File: src/design/keypad_press_classifier_macros.svh
// ----------------------------------------------------------------------------
// keypad_press_classifier_macros
// Assertion helpers shared by the keypad press classifier RTL.
// ----------------------------------------------------------------------------
`ifndef KEYPAD_PRESS_CLASSIFIER_MACROS_SVH
`define KEYPAD_PRESS_CLASSIFIER_MACROS_SVH

// same-cycle implication, sampled on clock, off during reset
`define KPC_ASSERT_IMP(label, ante, cons, msg) \
   label: assert property (@(posedge clock) disable iff (reset) (ante) |-> (cons)) \
      else $error(msg);

// next-cycle implication
`define KPC_ASSERT_NXT(label, ante, cons, msg) \
   label: assert property (@(posedge clock) disable iff (reset) (ante) |=> (cons)) \
      else $error(msg);

`endif

File: src/design/kpc_pkg.sv
// ----------------------------------------------------------------------------
// kpc_pkg
// Shared constants and types of the keypad press classifier.
// ----------------------------------------------------------------------------
`default_nettype none

package kpc_pkg;

   localparam int KEY_COUNT   = 16;
   localparam int COUNT_WIDTH = 16;
   localparam int FIELD_W     = 16;
   localparam int THR_W       = 16;
   localparam int KEY_IDX_W   = (KEY_COUNT > 1) ? $clog2(KEY_COUNT) : 1;
   localparam int CMP_W       = (COUNT_WIDTH > THR_W) ? COUNT_WIDTH : THR_W;
   localparam int CSR_IDX_W   = 1;

   // key status codes
   localparam logic [1:0] KEY_IDLE = 2'd0;
   localparam logic [1:0] KEY_DOWN = 2'd1;
   localparam logic [1:0] KEY_UP   = 2'd2;

   // register indexes
   localparam logic [CSR_IDX_W-1:0] REG_SHORT_THR = 1'd0;
   localparam logic [CSR_IDX_W-1:0] REG_LONG_THR  = 1'd1;

   localparam logic [THR_W-1:0] SHORT_THR_RST = 16'd2;
   localparam logic [THR_W-1:0] LONG_THR_RST  = 16'd500;

   typedef struct packed {
      logic [1:0]             status;
      logic [COUNT_WIDTH-1:0] count;
   } key_rec_type;

   localparam int REC_W = $bits(key_rec_type);

   typedef struct packed {
      key_rec_type rec;
      logic        short_hit;
      logic        long_hit;
      logic        release_hit;
   } key_upd_type;

endpackage

`default_nettype wire

File: src/design/kpc_ram.sv
// ----------------------------------------------------------------------------
// kpc_ram
// Generic single-write, single-read RAM with registered read data.
// ----------------------------------------------------------------------------
`default_nettype none

module kpc_ram #(
   parameter int WIDTH = 8,
   parameter int DEPTH = 16
) (
   input  wire logic                                   clock,
   input  wire logic                                   wr_en,
   input  wire logic [((DEPTH > 1) ? $clog2(DEPTH) : 1)-1:0] wr_addr,
   input  wire logic [WIDTH-1:0]                       wr_data,
   input  wire logic                                   rd_en,
   input  wire logic [((DEPTH > 1) ? $clog2(DEPTH) : 1)-1:0] rd_addr,
   output logic      [WIDTH-1:0]                       rd_data
);

   logic [WIDTH-1:0] mem_ff [DEPTH];

   always_ff @(posedge clock) begin
      if (wr_en) begin
         mem_ff[wr_addr] <= wr_data;
      end
      if (rd_en) begin
         rd_data <= mem_ff[rd_addr];
      end
   end

endmodule

`default_nettype wire

File: src/design/kpc_key_unit.sv
// ----------------------------------------------------------------------------
// kpc_key_unit
// Per-key update: status/counter transition and short/long/release flags.
// ----------------------------------------------------------------------------
`default_nettype none

module kpc_key_unit (
   input  wire  kpc_pkg::key_rec_type       cur,
   input  wire  logic                       hit,
   input  wire  logic [kpc_pkg::THR_W-1:0]  short_thr,
   input  wire  logic [kpc_pkg::THR_W-1:0]  long_thr,
   output kpc_pkg::key_upd_type             upd
);
   import kpc_pkg::*;

   key_rec_type            mid;
   logic [CMP_W-1:0]       cnt_ext;
   logic                   is_down;

   always_comb begin
      mid = cur;
      if (hit) begin
         if (cur.status == KEY_DOWN) begin
            if (cur.count != '1) begin
               mid.count = cur.count + COUNT_WIDTH'(1);
            end
         end else begin
            mid.status = KEY_DOWN;
            mid.count  = '0;
         end
      end else if (cur.status == KEY_DOWN) begin
         mid.status = KEY_UP;
      end
   end

   assign cnt_ext = CMP_W'(mid.count);
   assign is_down = (mid.status == KEY_DOWN);

   always_comb begin
      upd.rec         = mid;
      upd.short_hit   = is_down && (cnt_ext > CMP_W'(short_thr));
      upd.long_hit    = is_down && (cnt_ext > CMP_W'(long_thr));
      upd.release_hit = (mid.status == KEY_UP) && (mid.count != '0);
      if (upd.release_hit) begin
         upd.rec.status = KEY_IDLE;
      end
   end

endmodule

`default_nettype wire

File: src/design/keypad_press_classifier.sv
// ----------------------------------------------------------------------------
// keypad_press_classifier
// Press classifier for a 16-key matrix with short, long and release masks.
// ----------------------------------------------------------------------------
// Usage:
//   req channel: one beat per scan tick, tdata = sampled pressed bits.
//   rsp channel: one beat per tick, tdata = short, long and release masks.
//   csr channel: index 0 short threshold, index 1 long threshold; always
//   ready, write only while the block is idle.
// Each tick walks the keys through the state RAM one per cycle: read,
// update, write back. The key walk runs in S_RUN, S_WAIT lets the last
// key's update finish, and S_DONE loads the result register. A new tick
// is accepted only in S_IDLE, after the masks of the previous one are
// loaded, so ticks never overlap in the walk.
// A new tick is accepted as soon as the result is registered, even while
// the previous result is still waiting on rsp_tready; the finished masks
// wait in the sequencer until the output register frees up.
// Reset: thresholds go to 2 and 500, all keys read as idle with a zero
// count (per-entry valid bits, no clearing pass), no result pending.
// ----------------------------------------------------------------------------
`default_nettype none

module keypad_press_classifier (
   input  wire  logic                              clock,
   input  wire  logic                              reset,
   input  wire  logic                              req_tvalid,
   output logic                                    req_tready,
   input  wire  logic [15:0]                       req_tdata,  // [15:0] pressed_bits
   output logic                                    rsp_tvalid,
   input  wire  logic                              rsp_tready,
   output logic [47:0]                             rsp_tdata,  // [15:0] short_mask,
                                                               // [31:16] long_mask,
                                                               // [47:32] release_mask
   input  wire  logic                              csr_valid,
   output logic                                    csr_ready,
   input  wire  logic [kpc_pkg::CSR_IDX_W-1:0]     csr_index,
   input  wire  logic [15:0]                       csr_data
);
   import kpc_pkg::*;
   `include "keypad_press_classifier_macros.svh"

   localparam logic [1:0] S_IDLE = 2'd0;
   localparam logic [1:0] S_RUN  = 2'd1;
   localparam logic [1:0] S_WAIT = 2'd2;
   localparam logic [1:0] S_DONE = 2'd3;

   localparam logic [KEY_IDX_W-1:0] LAST_IDX = KEY_IDX_W'(KEY_COUNT - 1);

   logic [1:0]             state_ff, state_in;
   logic [KEY_IDX_W-1:0]   rd_idx_ff, rd_idx_in;
   logic                   p1_vld_ff;
   logic [KEY_IDX_W-1:0]   p1_idx_ff;
   logic                   p1_ent_vld_ff;
   logic [KEY_COUNT-1:0]   vld_ff, vld_in;
   logic [FIELD_W-1:0]     pressed_ff;
   logic [THR_W-1:0]       short_thr_ff, short_thr_in;
   logic [THR_W-1:0]       long_thr_ff, long_thr_in;
   logic [FIELD_W-1:0]     acc_short_ff, acc_short_in;
   logic [FIELD_W-1:0]     acc_long_ff, acc_long_in;
   logic [FIELD_W-1:0]     acc_rel_ff, acc_rel_in;
   logic                   rsp_vld_ff, rsp_vld_in;
   logic [47:0]            rsp_data_ff;

   logic                   req_acc;
   logic                   rsp_load;
   logic                   ram_rd_en;
   logic [REC_W-1:0]       ram_rd_data;
   key_rec_type            cur_rec;
   key_upd_type            upd;
   logic [FIELD_W-1:0]     bit_sel;
   logic                   key_hit;

   assign req_tready = (state_ff == S_IDLE);
   assign req_acc    = req_tvalid && req_tready;
   assign csr_ready  = 1'b1;
   assign ram_rd_en  = (state_ff == S_RUN);
   assign rsp_load   = (state_ff == S_DONE) && (!rsp_vld_ff || rsp_tready);
   assign rsp_tvalid = rsp_vld_ff;
   assign rsp_tdata  = rsp_data_ff;

   kpc_ram #(
      .WIDTH (REC_W),
      .DEPTH (KEY_COUNT)
   ) u_state_ram (
      .clock   (clock),
      .wr_en   (p1_vld_ff),
      .wr_addr (p1_idx_ff),
      .wr_data (upd.rec),
      .rd_en   (ram_rd_en),
      .rd_addr (rd_idx_ff),
      .rd_data (ram_rd_data)
   );

   // never-written entries read as idle, count zero
   always_comb begin
      if (p1_ent_vld_ff) begin
         cur_rec = key_rec_type'(ram_rd_data);
      end else begin
         cur_rec.status = KEY_IDLE;
         cur_rec.count  = '0;
      end
   end

   assign bit_sel = FIELD_W'(1) << p1_idx_ff;
   assign key_hit = |(pressed_ff & bit_sel);

   kpc_key_unit u_key_unit (
      .cur       (cur_rec),
      .hit       (key_hit),
      .short_thr (short_thr_ff),
      .long_thr  (long_thr_ff),
      .upd       (upd)
   );

   always_comb begin
      state_in  = state_ff;
      rd_idx_in = rd_idx_ff;
      case (state_ff)
         S_IDLE: begin
            if (req_acc) begin
               state_in  = S_RUN;
               rd_idx_in = '0;
            end
         end
         S_RUN: begin
            rd_idx_in = rd_idx_ff + KEY_IDX_W'(1);
            if (rd_idx_ff == LAST_IDX) begin
               state_in = S_WAIT;
            end
         end
         S_WAIT: begin
            state_in = S_DONE;
         end
         S_DONE: begin
            if (rsp_load) begin
               state_in = S_IDLE;
            end
         end
         default: begin
            state_in = S_IDLE;
         end
      endcase
   end

   always_comb begin
      vld_in       = vld_ff;
      acc_short_in = acc_short_ff;
      acc_long_in  = acc_long_ff;
      acc_rel_in   = acc_rel_ff;
      if (req_acc) begin
         acc_short_in = '0;
         acc_long_in  = '0;
         acc_rel_in   = '0;
      end else if (p1_vld_ff) begin
         vld_in[p1_idx_ff] = 1'b1;
         if (upd.short_hit) begin
            acc_short_in = acc_short_ff | bit_sel;
         end
         if (upd.long_hit) begin
            acc_long_in = acc_long_ff | bit_sel;
         end
         if (upd.release_hit) begin
            acc_rel_in = acc_rel_ff | bit_sel;
         end
      end
   end

   always_comb begin
      short_thr_in = short_thr_ff;
      long_thr_in  = long_thr_ff;
      if (csr_valid && csr_ready) begin
         case (csr_index)
            REG_SHORT_THR: short_thr_in = csr_data;
            REG_LONG_THR:  long_thr_in  = csr_data;
            default: begin
            end
         endcase
      end
   end

   always_comb begin
      rsp_vld_in = rsp_vld_ff;
      if (rsp_load) begin
         rsp_vld_in = 1'b1;
      end else if (rsp_tready) begin
         rsp_vld_in = 1'b0;
      end
   end

   always_ff @(posedge clock) begin
      if (reset) begin
         state_ff     <= S_IDLE;
         rd_idx_ff    <= '0;
         p1_vld_ff    <= 1'b0;
         vld_ff       <= '0;
         short_thr_ff <= SHORT_THR_RST;
         long_thr_ff  <= LONG_THR_RST;
         rsp_vld_ff   <= 1'b0;
      end else begin
         state_ff     <= state_in;
         rd_idx_ff    <= rd_idx_in;
         p1_vld_ff    <= ram_rd_en;
         vld_ff       <= vld_in;
         short_thr_ff <= short_thr_in;
         long_thr_ff  <= long_thr_in;
         rsp_vld_ff   <= rsp_vld_in;
      end
   end

   always_ff @(posedge clock) begin
      p1_idx_ff     <= rd_idx_ff;
      p1_ent_vld_ff <= vld_ff[rd_idx_ff];
      acc_short_ff  <= acc_short_in;
      acc_long_ff   <= acc_long_in;
      acc_rel_ff    <= acc_rel_in;
      if (req_acc) begin
         pressed_ff <= req_tdata;
      end
      if (rsp_load) begin
         rsp_data_ff <= {acc_rel_ff, acc_long_ff, acc_short_ff};
      end
   end

   `KPC_ASSERT_IMP(a_accept_quiet, req_tvalid && req_tready, !p1_vld_ff && !ram_rd_en,
                   "tick accepted while a key walk is in flight")
   `KPC_ASSERT_IMP(a_no_rw_clash, p1_vld_ff && ram_rd_en, p1_idx_ff != rd_idx_ff,
                   "state RAM read and write hit the same key")
   `KPC_ASSERT_NXT(a_load_shows, rsp_load, rsp_tvalid,
                   "result load did not raise rsp_tvalid")
   `KPC_ASSERT_IMP(a_release_vs_short, rsp_tvalid, (rsp_tdata[47:32] & rsp_tdata[15:0]) == '0,
                   "key reported released and held in one beat")

endmodule

`default_nettype wire

File: config.mk
export PLATFORM = sky130hd
export DESIGN_NAME = keypad_press_classifier
export DESIGN_NICKNAME = d
export VERILOG_FILES = /design/src/design/kpc_pkg.sv /design/src/design/kpc_ram.sv /design/src/design/kpc_key_unit.sv /design/src/design/keypad_press_classifier.sv
export VERILOG_INCLUDE_DIRS = /design/src /design/src/design
export SDC_FILE = /design/constraint.sdc
export NUM_CORES = 1
export LEC_CHECK = 0
export BUFFER_PORTS_ARGS = -buffer_cell sky130_fd_sc_hd__buf_2
export CORE_ASPECT_RATIO = 0.6
export CORE_MARGIN = 2
export CORE_UTILIZATION = 37
export CTS_CLUSTER_DIAMETER = 40
export DETAILED_ROUTE_END_ITERATION = 10
export HOLD_SLACK_MARGIN = 0.06
export PLACE_DENSITY = 0.62
export SETUP_SLACK_MARGIN = 0.1
export SLEW_MARGIN = 20
export SYNTH_ARGS = -nofsm -noshare
export SYNTH_HDL_FRONTEND = slang
export SYNTH_SLANG_ARGS = --single-unit
File: constraint.sdc
create_clock -name clock -period 10.3 [get_ports clock]
set_input_delay 2.06 -clock clock [delete_from_list [all_inputs] [get_ports clock]]
set_output_delay 2.06 -clock clock [all_outputs]
set_load 0.1 [all_outputs]
# After elaboration in Yosys (flattened, before gate mapping)
# Memories as Yosys holds them, arrays and structs flattened. A register that Yosys moved wholly into a read port is not among the register bits.
# Index checks and enable logic that the tools add are counted.
# classes
addsub	2
order_cmp	5
n_eq_ne	11
n_shift	1
n_mux	22
bitwise	7
n_reduce_logical	21
# ops
op	count
$or A16 B16 Y16	4
$mux W16	3
$gt A16 B16 Y1	2
$mux W18	1
$add A16 B1 Y16 const B	1
$and A16 B16 Y16	1
$ne A16 B16 Y1 const B	1
$reduce_bool A16 Y1	1
$reduce_or A16 Y1	1
$shl A1 B4 Y16 const A	1
$mux W2	7
$reduce_and A2 Y1	7
$lt A4 B5 Y1 const B	2
$pmux W2 S4	1
$pmux W4 S2	1
$eq A2 B1 Y1 const B	3
$eq A2 B2 Y1 const B	3
$logic_and A1 B1 Y1	6
$mux W1	6
$add A4 B1 Y4 const B	1
$bmux W1 S4	1
$demux W1 S4	1
$eq A4 B4 Y1 const B	1
$ge A4 B1 Y1 const B	1
9 further kinds	12
# word_totals
register_bits	173
mem_bits_rw	288
input_bits	38
out_inout_bits	51
wordCells	84
mem_count	1
# memory_table
memory	depth	width	rd	rd_ports_with_merged_regs	write_ports	line_no	rtl
u_state_ram.mem_ff	16	18	1	1	1	kpc_ram.sv:20	logic [WIDTH-1:0] mem_ff [DEPTH];

# Depth between registers and ports, before layout
# Gate-level depths: netlist (run 1).
# depth
depth_word	8
ltp_mapped	23
mapped_depth_nobuf	20

# Hierarchy
# From an unflattened synthesis (run 1), not the netlist that was laid out.
# hier_totals
hier_cells	1260
area_unflattened_um2	19112.1
# by_module_without_submodules
mod	n_inst	cells_per_inst	area_per_inst_um2	seq_area_each_um2
kpc_ram	1	482	11502.3	9188.8
keypad_press_classifier	1	551	6097.1	4103.9
kpc_key_unit	1	227	1512.7	0.0

# Worst setup path before layout (run 1)
# Ideal clock, no wire load.
# synth_timing
path_kind	flip-flop to flip-flop
from	register p1_ent_vld_ff
to	register acc_long_ff[10]
setup_time_ns	0.125
arrival_time_ns	4.802
required_ns	10.175
setup_slack_ns	5.373
stages_incl_launch_ff	23
path_buffers	3
period_less_slack_ns	4.927
path_cell_list	dfxtp_1 clkbuf_1 clkbuf_1 nand2_1 inv_1 ha_1 nand4_2 nor3_1 nand2_1 nor2_1 a31oi_1 o22ai_1 ha_1 nor2b_1 o21a_1 o21a_1 o21a_1 o21a_1 o21ai_0 o311ai_0 o21ai_0 clkbuf_1 o21ai_0
# synth_via
elab_chain_cells	8
elab_cells_between_ends	14
cone_classes	1 x add/sub; 1 x order compare; 3 x eq/ne; 7 x mux; 2 x reduce/logical
# synth_lines
element	line_no	rtl
start, declared	keypad_press_classifier.sv:53	logic p1_ent_vld_ff;
start signal, assigned	keypad_press_classifier.sv:212	p1_ent_vld_ff <= vld_ff[rd_idx_ff];
$mux W18 (*)	keypad_press_classifier.sv:96	if (p1_ent_vld_ff) begin
$add A16 B1 Y16 / $ne A16 B16 Y1 (equally long branches)	kpc_key_unit.sv:25, kpc_key_unit.sv:24	
$mux W16	kpc_key_unit.sv:24	if (cur.count != '1) begin
$mux W16	kpc_key_unit.sv:23	if (cur.status == KEY_DOWN) begin
$mux W16 (*)	kpc_key_unit.sv:22	if (hit) begin
via u_key_unit.cnt_ext[1]	kpc_key_unit.sv:17	logic [CMP_W-1:0] cnt_ext;
$gt A16 B16 Y1 (*)	kpc_key_unit.sv:42	upd.long_hit = is_down && (cnt_ext > CMP_W'(long_thr));
$logic_and A1 B1 Y1 (*)	kpc_key_unit.sv:42	
$reduce_and A2 Y1 (no source line) (*)	n/a	
end signal, assigned	keypad_press_classifier.sv:214	acc_long_ff <= acc_long_in;
end, declared	keypad_press_classifier.sv:59	logic [FIELD_W-1:0] acc_long_ff, acc_long_in;
# Mark *: on every way through the listed nets, which the timed path passes. The rest lies on a longest branch.
# A chain may end at the register's enable or synchronous reset.

# Worst setup path after layout (run 1)
# layout_timing
from	register p1_idx_ff[1]
to	register acc_long_ff[15]
# layout_via
elab_chain_cells	7
elab_cells_between_ends	10
cone_classes	1 x order compare; 1 x eq/ne; 1 x shift; 2 x mux; 2 x bitwise; 3 x reduce/logical
# layout_lines
element	line_no	rtl
start, declared	keypad_press_classifier.sv:52	logic [KEY_IDX_W-1:0] p1_idx_ff;
start signal, assigned	keypad_press_classifier.sv:211	p1_idx_ff <= rd_idx_ff;
$shl A1 B4 Y16 (*)	keypad_press_classifier.sv:104	assign bit_sel = FIELD_W'(1) << p1_idx_ff;
$and A16 B16 Y16	keypad_press_classifier.sv:105	assign key_hit = |(pressed_ff & bit_sel);
$reduce_or A16 Y1	keypad_press_classifier.sv:105	
$mux W16 / $mux W2 (equally long branches)	kpc_key_unit.sv:22	
$gt A16 B16 Y1 / $eq A2 B1 Y1 (equally long branches)	kpc_key_unit.sv:42, kpc_key_unit.sv:37	
$logic_and A1 B1 Y1	kpc_key_unit.sv:42	
$reduce_and A2 Y1 (no source line)	n/a	
# Mark *: on every way between the ends. The rest lies on a longest branch, timed or not.

==> results_dict.tcl, run 1 <==
set metrics [dict create \
    run_status "finished clean" \
    post_cts_resized 0 \
    cp-startpoint "p1_idx_ff[1]$_DFF_P_" \
    drive_gt1_share_pct 22.4 \
    clock_tree.buffer_depth 3 \
    antenna_violating_nets_post_route 0 \
    timing.max_cap.violations 0 \
    post_synth_instance_area_mm2 0.0192 \
    ys_seq_elements 479 \
    post_synth_main_area_contributors "sky130_fd_sc_hd__edfxtp_1 58%, sky130_fd_sc_hd__dfxtp_1 11%, sky130_fd_sc_hd__mux4_2 11%" \
    clk_root_buffer_cell "sky130_fd_sc_hd__clkbuf_16" \
    synthDominantCellAreaShare_pct 57.9 \
    holdCritStartpoint "acc_long_ff[4]$_SDFFE_PP0P_" \
    overflow 0 \
    syn-mean-instance-area_um2 15.5 \
    ys.flop_type "sky130_fd_sc_hd__edfxtp_1" \
    path_clk_slew_ns 0.07 \
    power.ir.vdd_worst_mv 0.111 \
    yosysWarningCount 0 \
    crit_path_end_kind "flip-flop" \
    final-seq-area_mm2 0.0133 \
    multi_input_area_mm2 0.00544 \
    yosys.cell_count.top_type "sky130_fd_sc_hd__edfxtp_1" \
    final_period_minus_worst_setup_slack_ns 5.44 \
    totalNegativeSetupSlack_ns 0 \
    area_delta_synth_final_pct 14.5 \
    die-area_mm2 0.0537 \
    clock_tree.htree_level_count 2 \
    regToRegStartpoint "p1_idx_ff[1]$_DFF_P_" \
    final_cell_area_mm2 0.0220 \
    final_core_utilization_pct 43.0 \
    synth.net_count 1316 \
    report.final.slew_viol_count 0 \
    routed_wl_um 46200 \
    finClkSkew_ns 0.0172 \
    routed-via-count 11100 \
    die_width_um 298 \
    detailedRoute.firstPassIterationCount 5 \
    std_cell_rows 64 \
    via_count_of_the_first_global_routing_pass 10700 \
    gr-usage-all-layers_pct 17.0 \
    io_pins 89 \
    io_buffers 87 \
    cellLeakagePower_nw 7.49 \
    cp.required_ns 10.70 \
    place_hpwl_um 27400 \
    design.final.nets 1425 \
    finalWeightedCongestion 0.897 \
    yosys-top-cells-count "370 x sky130_fd_sc_hd__edfxtp_1, 157 x sky130_fd_sc_hd__nand2_1, 109 x sky130_fd_sc_hd__dfxtp_1" \
    maximum_clock_rate_mhz 184 \
    final.period_utilization_pct 52.8 \
    worstHoldPathType "reg -> reg" \
    core_area_mm2 0.0511 \
    clk-insertion-delay-late_ns 0.55 \
    detailedRoute.firstIterationViolations 999 \
    asyncSetResetFlopFracSynth_pct 0 \
    timing_worst_setup_path_type "reg -> reg" \
    drt-vias-per-instance 5.34 \
    register_area_share_after_synthesis_pct 69.3 \
    fin_hold_ws_ns 0.429 \
    cts_hold_repair.buffers 0 \
    global_route_wire_length_before_repair_um 68800 \
    rsz0062_at_grt "no" \
    cts_setup_buffers 0 \
    timing.max_slew.rel_slack_pct 40.6 \
    final.fill_count 4585 \
    hold_violations 0 \
    number_of_antenna_violations_at_the_first_check_in_global_routing 0 \
    start_util_pct 37.5 \
    setup_violations 0 \
    clock-sinks 479 \
    timing.critical_path.arrival_ns 5.84 \
    dpl_cell_area_mm2 0.0205 \
    cts_buffers 43 \
    die_ht_um 180 \
    synthesized_instance_count 1240 \
    antenna_cells_inserted 0 \
    routed_wire_length_per_instance_um 22.3 \
    synth.largest_area_cell "sky130_fd_sc_hd__edfxtp_1" \
    synth-edff-count 370 \
    pin_count_of_the_biggest_net_entering_global_routing 57 \
    yosysUniqueCellTypes 71 \
    drc 0 \
    critical_path.startpoint_type "flip-flop" \
    tritoncts "yes" \
    power.density_cell_area_mw_per_mm2 221 \
    worst-path-max-fanout 22 \
    worst-slew-pin-transition_ns 0.891 \
]
registers in the layout (all words and copies together), names as in the netlist:
signal               count
p1_ent_vld_ff            1
pressed_ff              16
rd_idx_ff                4
acc_long_ff             16
rsp_tdata               48
acc_short_ff            16
p1_vld_ff                1
u_state_ram.rd_data     18
state_ff                 2
long_thr_ff             16
rsp_tvalid               1
short_thr_ff            16
vld_ff                  16
p1_idx_ff                4
u_state_ram.mem_ff     288
acc_rel_ff              16
stage by stage:
step / std cells / power, mW / setup slack (ns)
floorplan: 1240 / 3.01 / 5.37
global placement: 1997 / 3.24 / 5.12
detailed placement: 1997 / 3.25 / 4.94
CTS: 2075 / 4.88 / 4.92
global route: 2075 / 5.04 / 4.45
finish: 2075 / 4.85 / 4.86
metal layers:
metal / vias up / part of all wire, % / GRT usage (%)
met1: 5671 / 49 / 27.1
met4: 0 / 2.1 / 4.08
li1: 4949 / - / -
met5: - / 0 / 0
met3: 62 / 8.1 / 4.32
met2: 389 / 40 / 23.0
kinds of logic (layout without fill, tap and decap cells):
family / after synthesis / after routing / share of synthesized area (%)
and+or+nand+nor: 313 / 313 / 7.85
other: 1 / 1 / 0.0196
adders and majority gates: 38 / 38 / 2.48
xor gates and xnor gates: 3 / 3 / 0.137
muxes: 99 / 99 / 11.4
AOI/OAI and AO/OA: 189 / 189 / 6.39
buffers and inverters: 118 / 260 / 2.47
DFF: 479 / 479 / 69.3
cells in the final DEF, fill, tap and decap left out, types with 5 or more instances in the layout:
master / Yosys / routed
sky130_fd_sc_hd__edfxtp_1: 370 / 370
sky130_fd_sc_hd__nand2_1: 157 / 157
sky130_fd_sc_hd__dfxtp_1: 109 / 107
sky130_fd_sc_hd__mux4_2: 95 / 95
sky130_fd_sc_hd__buf_2: 5 / 86
sky130_fd_sc_hd__a21oi_1: 66 / 65
sky130_fd_sc_hd__inv_1: 57 / 57
sky130_fd_sc_hd__nor2_1: 52 / 52
sky130_fd_sc_hd__clkbuf_16: 0 / 43
sky130_fd_sc_hd__buf_4: 4 / 39
sky130_fd_sc_hd__ha_1: 38 / 38
sky130_fd_sc_hd__o21ai_0: 40 / 35
sky130_fd_sc_hd__a22o_1: 18 / 18
sky130_fd_sc_hd__nand3_1: 15 / 15
sky130_fd_sc_hd__o21ai_1: 11 / 15
sky130_fd_sc_hd__nand3b_1: 13 / 13
sky130_fd_sc_hd__clkbuf_1: 38 / 11
sky130_fd_sc_hd__nand4_1: 10 / 10
sky130_fd_sc_hd__nor2b_1: 11 / 9
sky130_fd_sc_hd__nand2b_1: 8 / 8
sky130_fd_sc_hd__o21a_1: 8 / 8
sky130_fd_sc_hd__clkbuf_8: 0 / 8
sky130_fd_sc_hd__nor3_1: 7 / 7
sky130_fd_sc_hd__and2_1: 6 / 6
sky130_fd_sc_hd__a22oi_1: 5 / 5
sky130_fd_sc_hd__a31oi_1: 5 / 5
sky130_fd_sc_hd__o211ai_1: 5 / 5
final cells by class:
| cell class | count | area share, % |
|---|---|---|
| multi-input combinational | 643 | 24.8 |
| clock buffer | 62 | 5.59 |
| sequential | 479 | 60.5 |
| tap | 693 | 3.95 |
| timing repair buffer | 125 | 3.29 |
| clock inverter | 16 | 0.883 |
| inverter | 57 | 0.974 |
critical path, stage by stage (launching register included):
cell and delay [ns]:
sky130_fd_sc_hd__dfxtp_1 0.78, sky130_fd_sc_hd__nand3b_1 0.19, sky130_fd_sc_hd__a21oi_1 0.10, sky130_fd_sc_hd__o41ai_4 0.53, sky130_fd_sc_hd__and3_1 0.66, sky130_fd_sc_hd__a21oi_1 0.17
sky130_fd_sc_hd__a21oi_1 0.19, sky130_fd_sc_hd__nor2_1 0.05, sky130_fd_sc_hd__a21oi_1 0.44, sky130_fd_sc_hd__ha_1 0.24, sky130_fd_sc_hd__nor2b_1 0.05, sky130_fd_sc_hd__o21a_1 0.16
sky130_fd_sc_hd__o21a_1 0.16, sky130_fd_sc_hd__o21a_1 0.16, sky130_fd_sc_hd__o21a_1 0.15, sky130_fd_sc_hd__o21ai_0 0.14, sky130_fd_sc_hd__o311ai_0 0.19, sky130_fd_sc_hd__o21ai_2 0.72
sky130_fd_sc_hd__o21ai_0 0.19
where the power goes:
| group | internal (mW) | switching [mW] | leakage [nW] |
|---|---|---|---|
| Clock | 0.933 | 0.703 | 0.685 |
| Combinational | 0.286 | 0.596 | 2.50 |
| Sequential | 2.23 | 0.104 | 4.31 |
| Total | 3.45 | 1.40 | 7.49 |
final timing paths:
check / slack, ns / to / depth (start not counted)
worst max-delay path: 4.86 / acc_long_ff[15]$_SDFFE_PP0P_ / 18
worst min-delay path: 0.43 / rsp_tdata[20]$_DFFE_PP_ / 0
worst max register to register: 4.86 / acc_long_ff[15]$_SDFFE_PP0P_ / 18
worst min register to register: 0.43 / rsp_tdata[20]$_DFFE_PP_ / 0
Note: power is estimated with default switching activity, not from simulation.
==> run 2, diff against run 1 <==
--- a/config.mk
+++ b/config.mk
@@ -13,7 +13,7 @@
 export CTS_CLUSTER_DIAMETER = 40
 export DETAILED_ROUTE_END_ITERATION = 10
 export HOLD_SLACK_MARGIN = 0.06
-export PLACE_DENSITY = 0.62
+export PLACE_DENSITY = 0.63
 export SETUP_SLACK_MARGIN = 0.1
 export SLEW_MARGIN = 20
 export SYNTH_ARGS = -nofsm -noshare
==> constraint.sdc (replaced) <==
create_clock -name clock -period 5 [get_ports clock]
set_input_delay 1 -clock clock [delete_from_list [all_inputs] [get_ports clock]]
set_output_delay 1 -clock clock [all_outputs]
set_load 0.1 [all_outputs]
==> results_dict.tcl, run 2 (same netlist as run 1, synthesis figures left out) <==
set metrics [dict create \
    run_status "finished clean" \
    clk_root_buffer_cell "sky130_fd_sc_hd__clkbuf_16" \
    power.ir.vdd_worst_mv 0.305 \
    drc 0 \
    power.density_cell_area_mw_per_mm2 457 \
    critical_path.startpoint_type "flip-flop" \
    start_util_pct 37.5 \
    largest_reg_by_ff_count "u_state_ram.mem_ff" \
    cts_setup_buffers 0 \
    worstHoldPathType "reg -> reg" \
    setup_violations 0 \
    io_pins 89 \
    number_of_antenna_violations_at_the_first_check_in_global_routing 0 \
    net-switching-power_mw 2.98 \
    final_period_minus_worst_setup_slack_ns 4.58 \
    clock_tree.buffer_depth 3 \
    overflow 0 \
    global_route_wire_length_before_repair_um 70200 \
    io_buffers 87 \
    detailedRoute.firstIterationViolations 1160 \
    largest_register_ff_count 288 \
    critPathTopFamily "compound AO/OA/AOI/OAI gates" \
    routed_wire_length_per_instance_um 22.7 \
    clock_power_share_pct 33.9 \
    cp.required_ns 5.44 \
    worst-path-max-fanout 18 \
    final.period_utilization_pct 91.6 \
    ff2ff_path_depth 17 \
    ff2ff_setup_slack_ns 0.42 \
    antenna_violating_nets_post_route 0 \
    most-common-layout-cells "370 x sky130_fd_sc_hd__edfxtp_1, 157 x sky130_fd_sc_hd__nand2_1, 107 x sky130_fd_sc_hd__dfxtp_1, 95 x sky130_fd_sc_hd__mux4_2, 87 x sky130_fd_sc_hd__buf_2" \
    rsz0062_at_grt "no" \
    finClkSkew_ns 0.0138 \
    detailedRoute.firstPassIterationCount 6 \
    critical_path_buf_inv_count 1 \
    timing_worst_setup_path_type "reg -> reg" \
    finalWorstSetupSlack_ns 0.421 \
    cts_buffers 44 \
    routed-via-count 11300 \
    crit_path_cell_trace "nor2b_1 > and3_4 > o41ai_4 > nand3_4 > o21a_1 > o21ai_1 > ha_1 > a21o_1 > a21oi_1 > nor2b_1 > o21ai_0 > nand2b_1 > a21oi_1 > nor2_1 > o21ai_1 > buf_4 > o21ai_0" \
    drive_gt1_share_pct 23.9 \
    holdCritStartpoint "acc_short_ff[7]$_SDFFE_PP0P_" \
    place_hpwl_um 30200 \
    swShare_pct 29.4 \
    totalNegativeSetupSlack_ns 0 \
    std_cell_rows 64 \
    worst-slew-pin-transition_ns 0.996 \
    tritoncts "yes" \
    drt-vias-per-instance 5.39 \
    hold_violations 0 \
    clk-insertion-delay-late_ns 0.56 \
    dpl_cell_area_mm2 0.0207 \
    antenna_cells_inserted 0 \
    core_area_mm2 0.0511 \
    clock_tree.htree_level_count 2 \
    design.final.nets 1441 \
    pin_count_of_the_biggest_net_entering_global_routing 57 \
    area_delta_synth_final_pct 15.5 \
    timing.max_cap.violations 0 \
    most_common_library_cell_in_the_layout_ignoring_fill_and_taps "sky130_fd_sc_hd__edfxtp_1" \
    comb_power_share_pct 18.8 \
    power_share_of_the_sequential_group_pct 47.3 \
    worst_hold_path.num_cells 0 \
    timing.critical_path.arrival_ns 5.02 \
    regToRegStartpoint "p1_idx_ff[3]$_DFF_P_" \
    final_cell_area_mm2 0.0221 \
    gr-usage-all-layers_pct 17.5 \
    via_count_of_the_first_global_routing_pass 10800 \
    detailedPlace.worstSlack_ns 0.181 \
    die-area_mm2 0.0537 \
    routed_wl_um 47600 \
    maximum_clock_rate_mhz 218 \
    cellLeakagePower_nw 7.61 \
    clock-sinks 479 \
    crit_path_end_kind "flip-flop" \
    worstReg2RegEnd "acc_long_ff[2]$_SDFFE_PP0P_" \
    cell_internal_pwr_mw 7.15 \
    report.final.slew_viol_count 0 \
    die_width_um 298 \
    path_clk_slew_ns 0.07 \
    finalWeightedCongestion 0.928 \
    critical_path.max_stage_delay_ns 0.56 \
    cpMaxStageDelayCell "sky130_fd_sc_hd__dfxtp_1" \
    die_ht_um 180 \
    timing.max_slew.rel_slack_pct 33.5 \
    holdPathEnd "rsp_tdata[7]$_DFFE_PP_" \
]
## run 2: cell count changes in the layout (fill, tap and decap cells not counted), moves of 2 or more
| cell | previous run | this run |
|---|---|---|
| sky130_fd_sc_hd__buf_4 | 39 | 52 |
| sky130_fd_sc_hd__clkinv_2 | 2 | 10 |
| sky130_fd_sc_hd__clkbuf_8 | 8 | 3 |
| sky130_fd_sc_hd__clkbuf_1 | 11 | 7 |
| sky130_fd_sc_hd__clkbuf_16 | 43 | 45 |
| sky130_fd_sc_hd__clkinv_1 | 4 | 2 |
## run 2: worst max path at each step
stage                                              end  cells past startpoint  slack [ns]                   from
after floorplan           acc_long_ff[10]$_SDFFE_PP0P_                     22        0.07  p1_ent_vld_ff$_DFF_P_
after global placement     acc_long_ff[3]$_SDFFE_PP0P_                     19        0.37   p1_idx_ff[3]$_DFF_P_
after detailed placement   acc_long_ff[2]$_SDFFE_PP0P_                     19        0.18   p1_idx_ff[3]$_DFF_P_
after CTS                  acc_long_ff[2]$_SDFFE_PP0P_                     19        0.17   p1_idx_ff[3]$_DFF_P_
after global routing       acc_long_ff[6]$_SDFFE_PP0P_                     17        0.12   p1_idx_ff[3]$_DFF_P_
final                      acc_long_ff[2]$_SDFFE_PP0P_                     17        0.42   p1_idx_ff[3]$_DFF_P_
## run 2: per-stage QoR
| stage | util, % | power [mW] | cells | hold slack, ns |
|---|---|---|---|---|
| CTS | 43.3 | 10.2 | 2093 | 0.429 |
| global placement | 40.4 | 6.72 | 2012 | 0.420 |
| floorplan | - | 6.20 | 1240 | 0.353 |
| finish | 43.3 | 10.1 | 2093 | 0.432 |
| detailed placement | 40.4 | 6.75 | 2012 | 0.415 |
| global route | 43.3 | 10.5 | 2093 | 0.438 |
## run 2: worst register-to-register path: cells and delay by family (launching register included)
kind	cells	cell delay, ns
simple gates	6	1.06
flops	1	0.56
buf+inv	1	0.27
compound gates	9	2.19
fa+ha+maj	1	0.37
## run 2: final cells by class
| class | count | area (µm²) |
|---|---|---|
| flip-flops and latches | 479 | 13300 |
| multi-input cells | 643 | 5450 |
| clock buffers | 55 | 1190 |
| clock inverters | 26 | 279 |
| well taps | 693 | 867 |
| inverters | 57 | 214 |
| repair buffers | 140 | 846 |
| fillers | 4538 | 28900 |
## run 2: layer usage
metal  GRT usage [%]  part of all wire (%)  vias up
li1                -                     -     4985
met1            28.4                    48     5711
met2            23.2                    40      536
met3            4.38                    10       53
met4            3.34                   1.5        0
met5               0                     0        -
## run 2: what timing repair did
item | CTS | global route
hold buffers | 0 | 0
gates resized for setup | 0 | 4
setup endpoints to repair | 0 | 32
## run 2: power groups by stage
stage	logic [mW]	registers [mW]	clock network, mW
global placement	1.86	4.86	0
global route	2.03	4.81	3.65
detailed placement	1.89	4.86	0
CTS	1.89	4.78	3.49
finish	1.91	4.79	3.44
floorplan	1.11	5.09	0
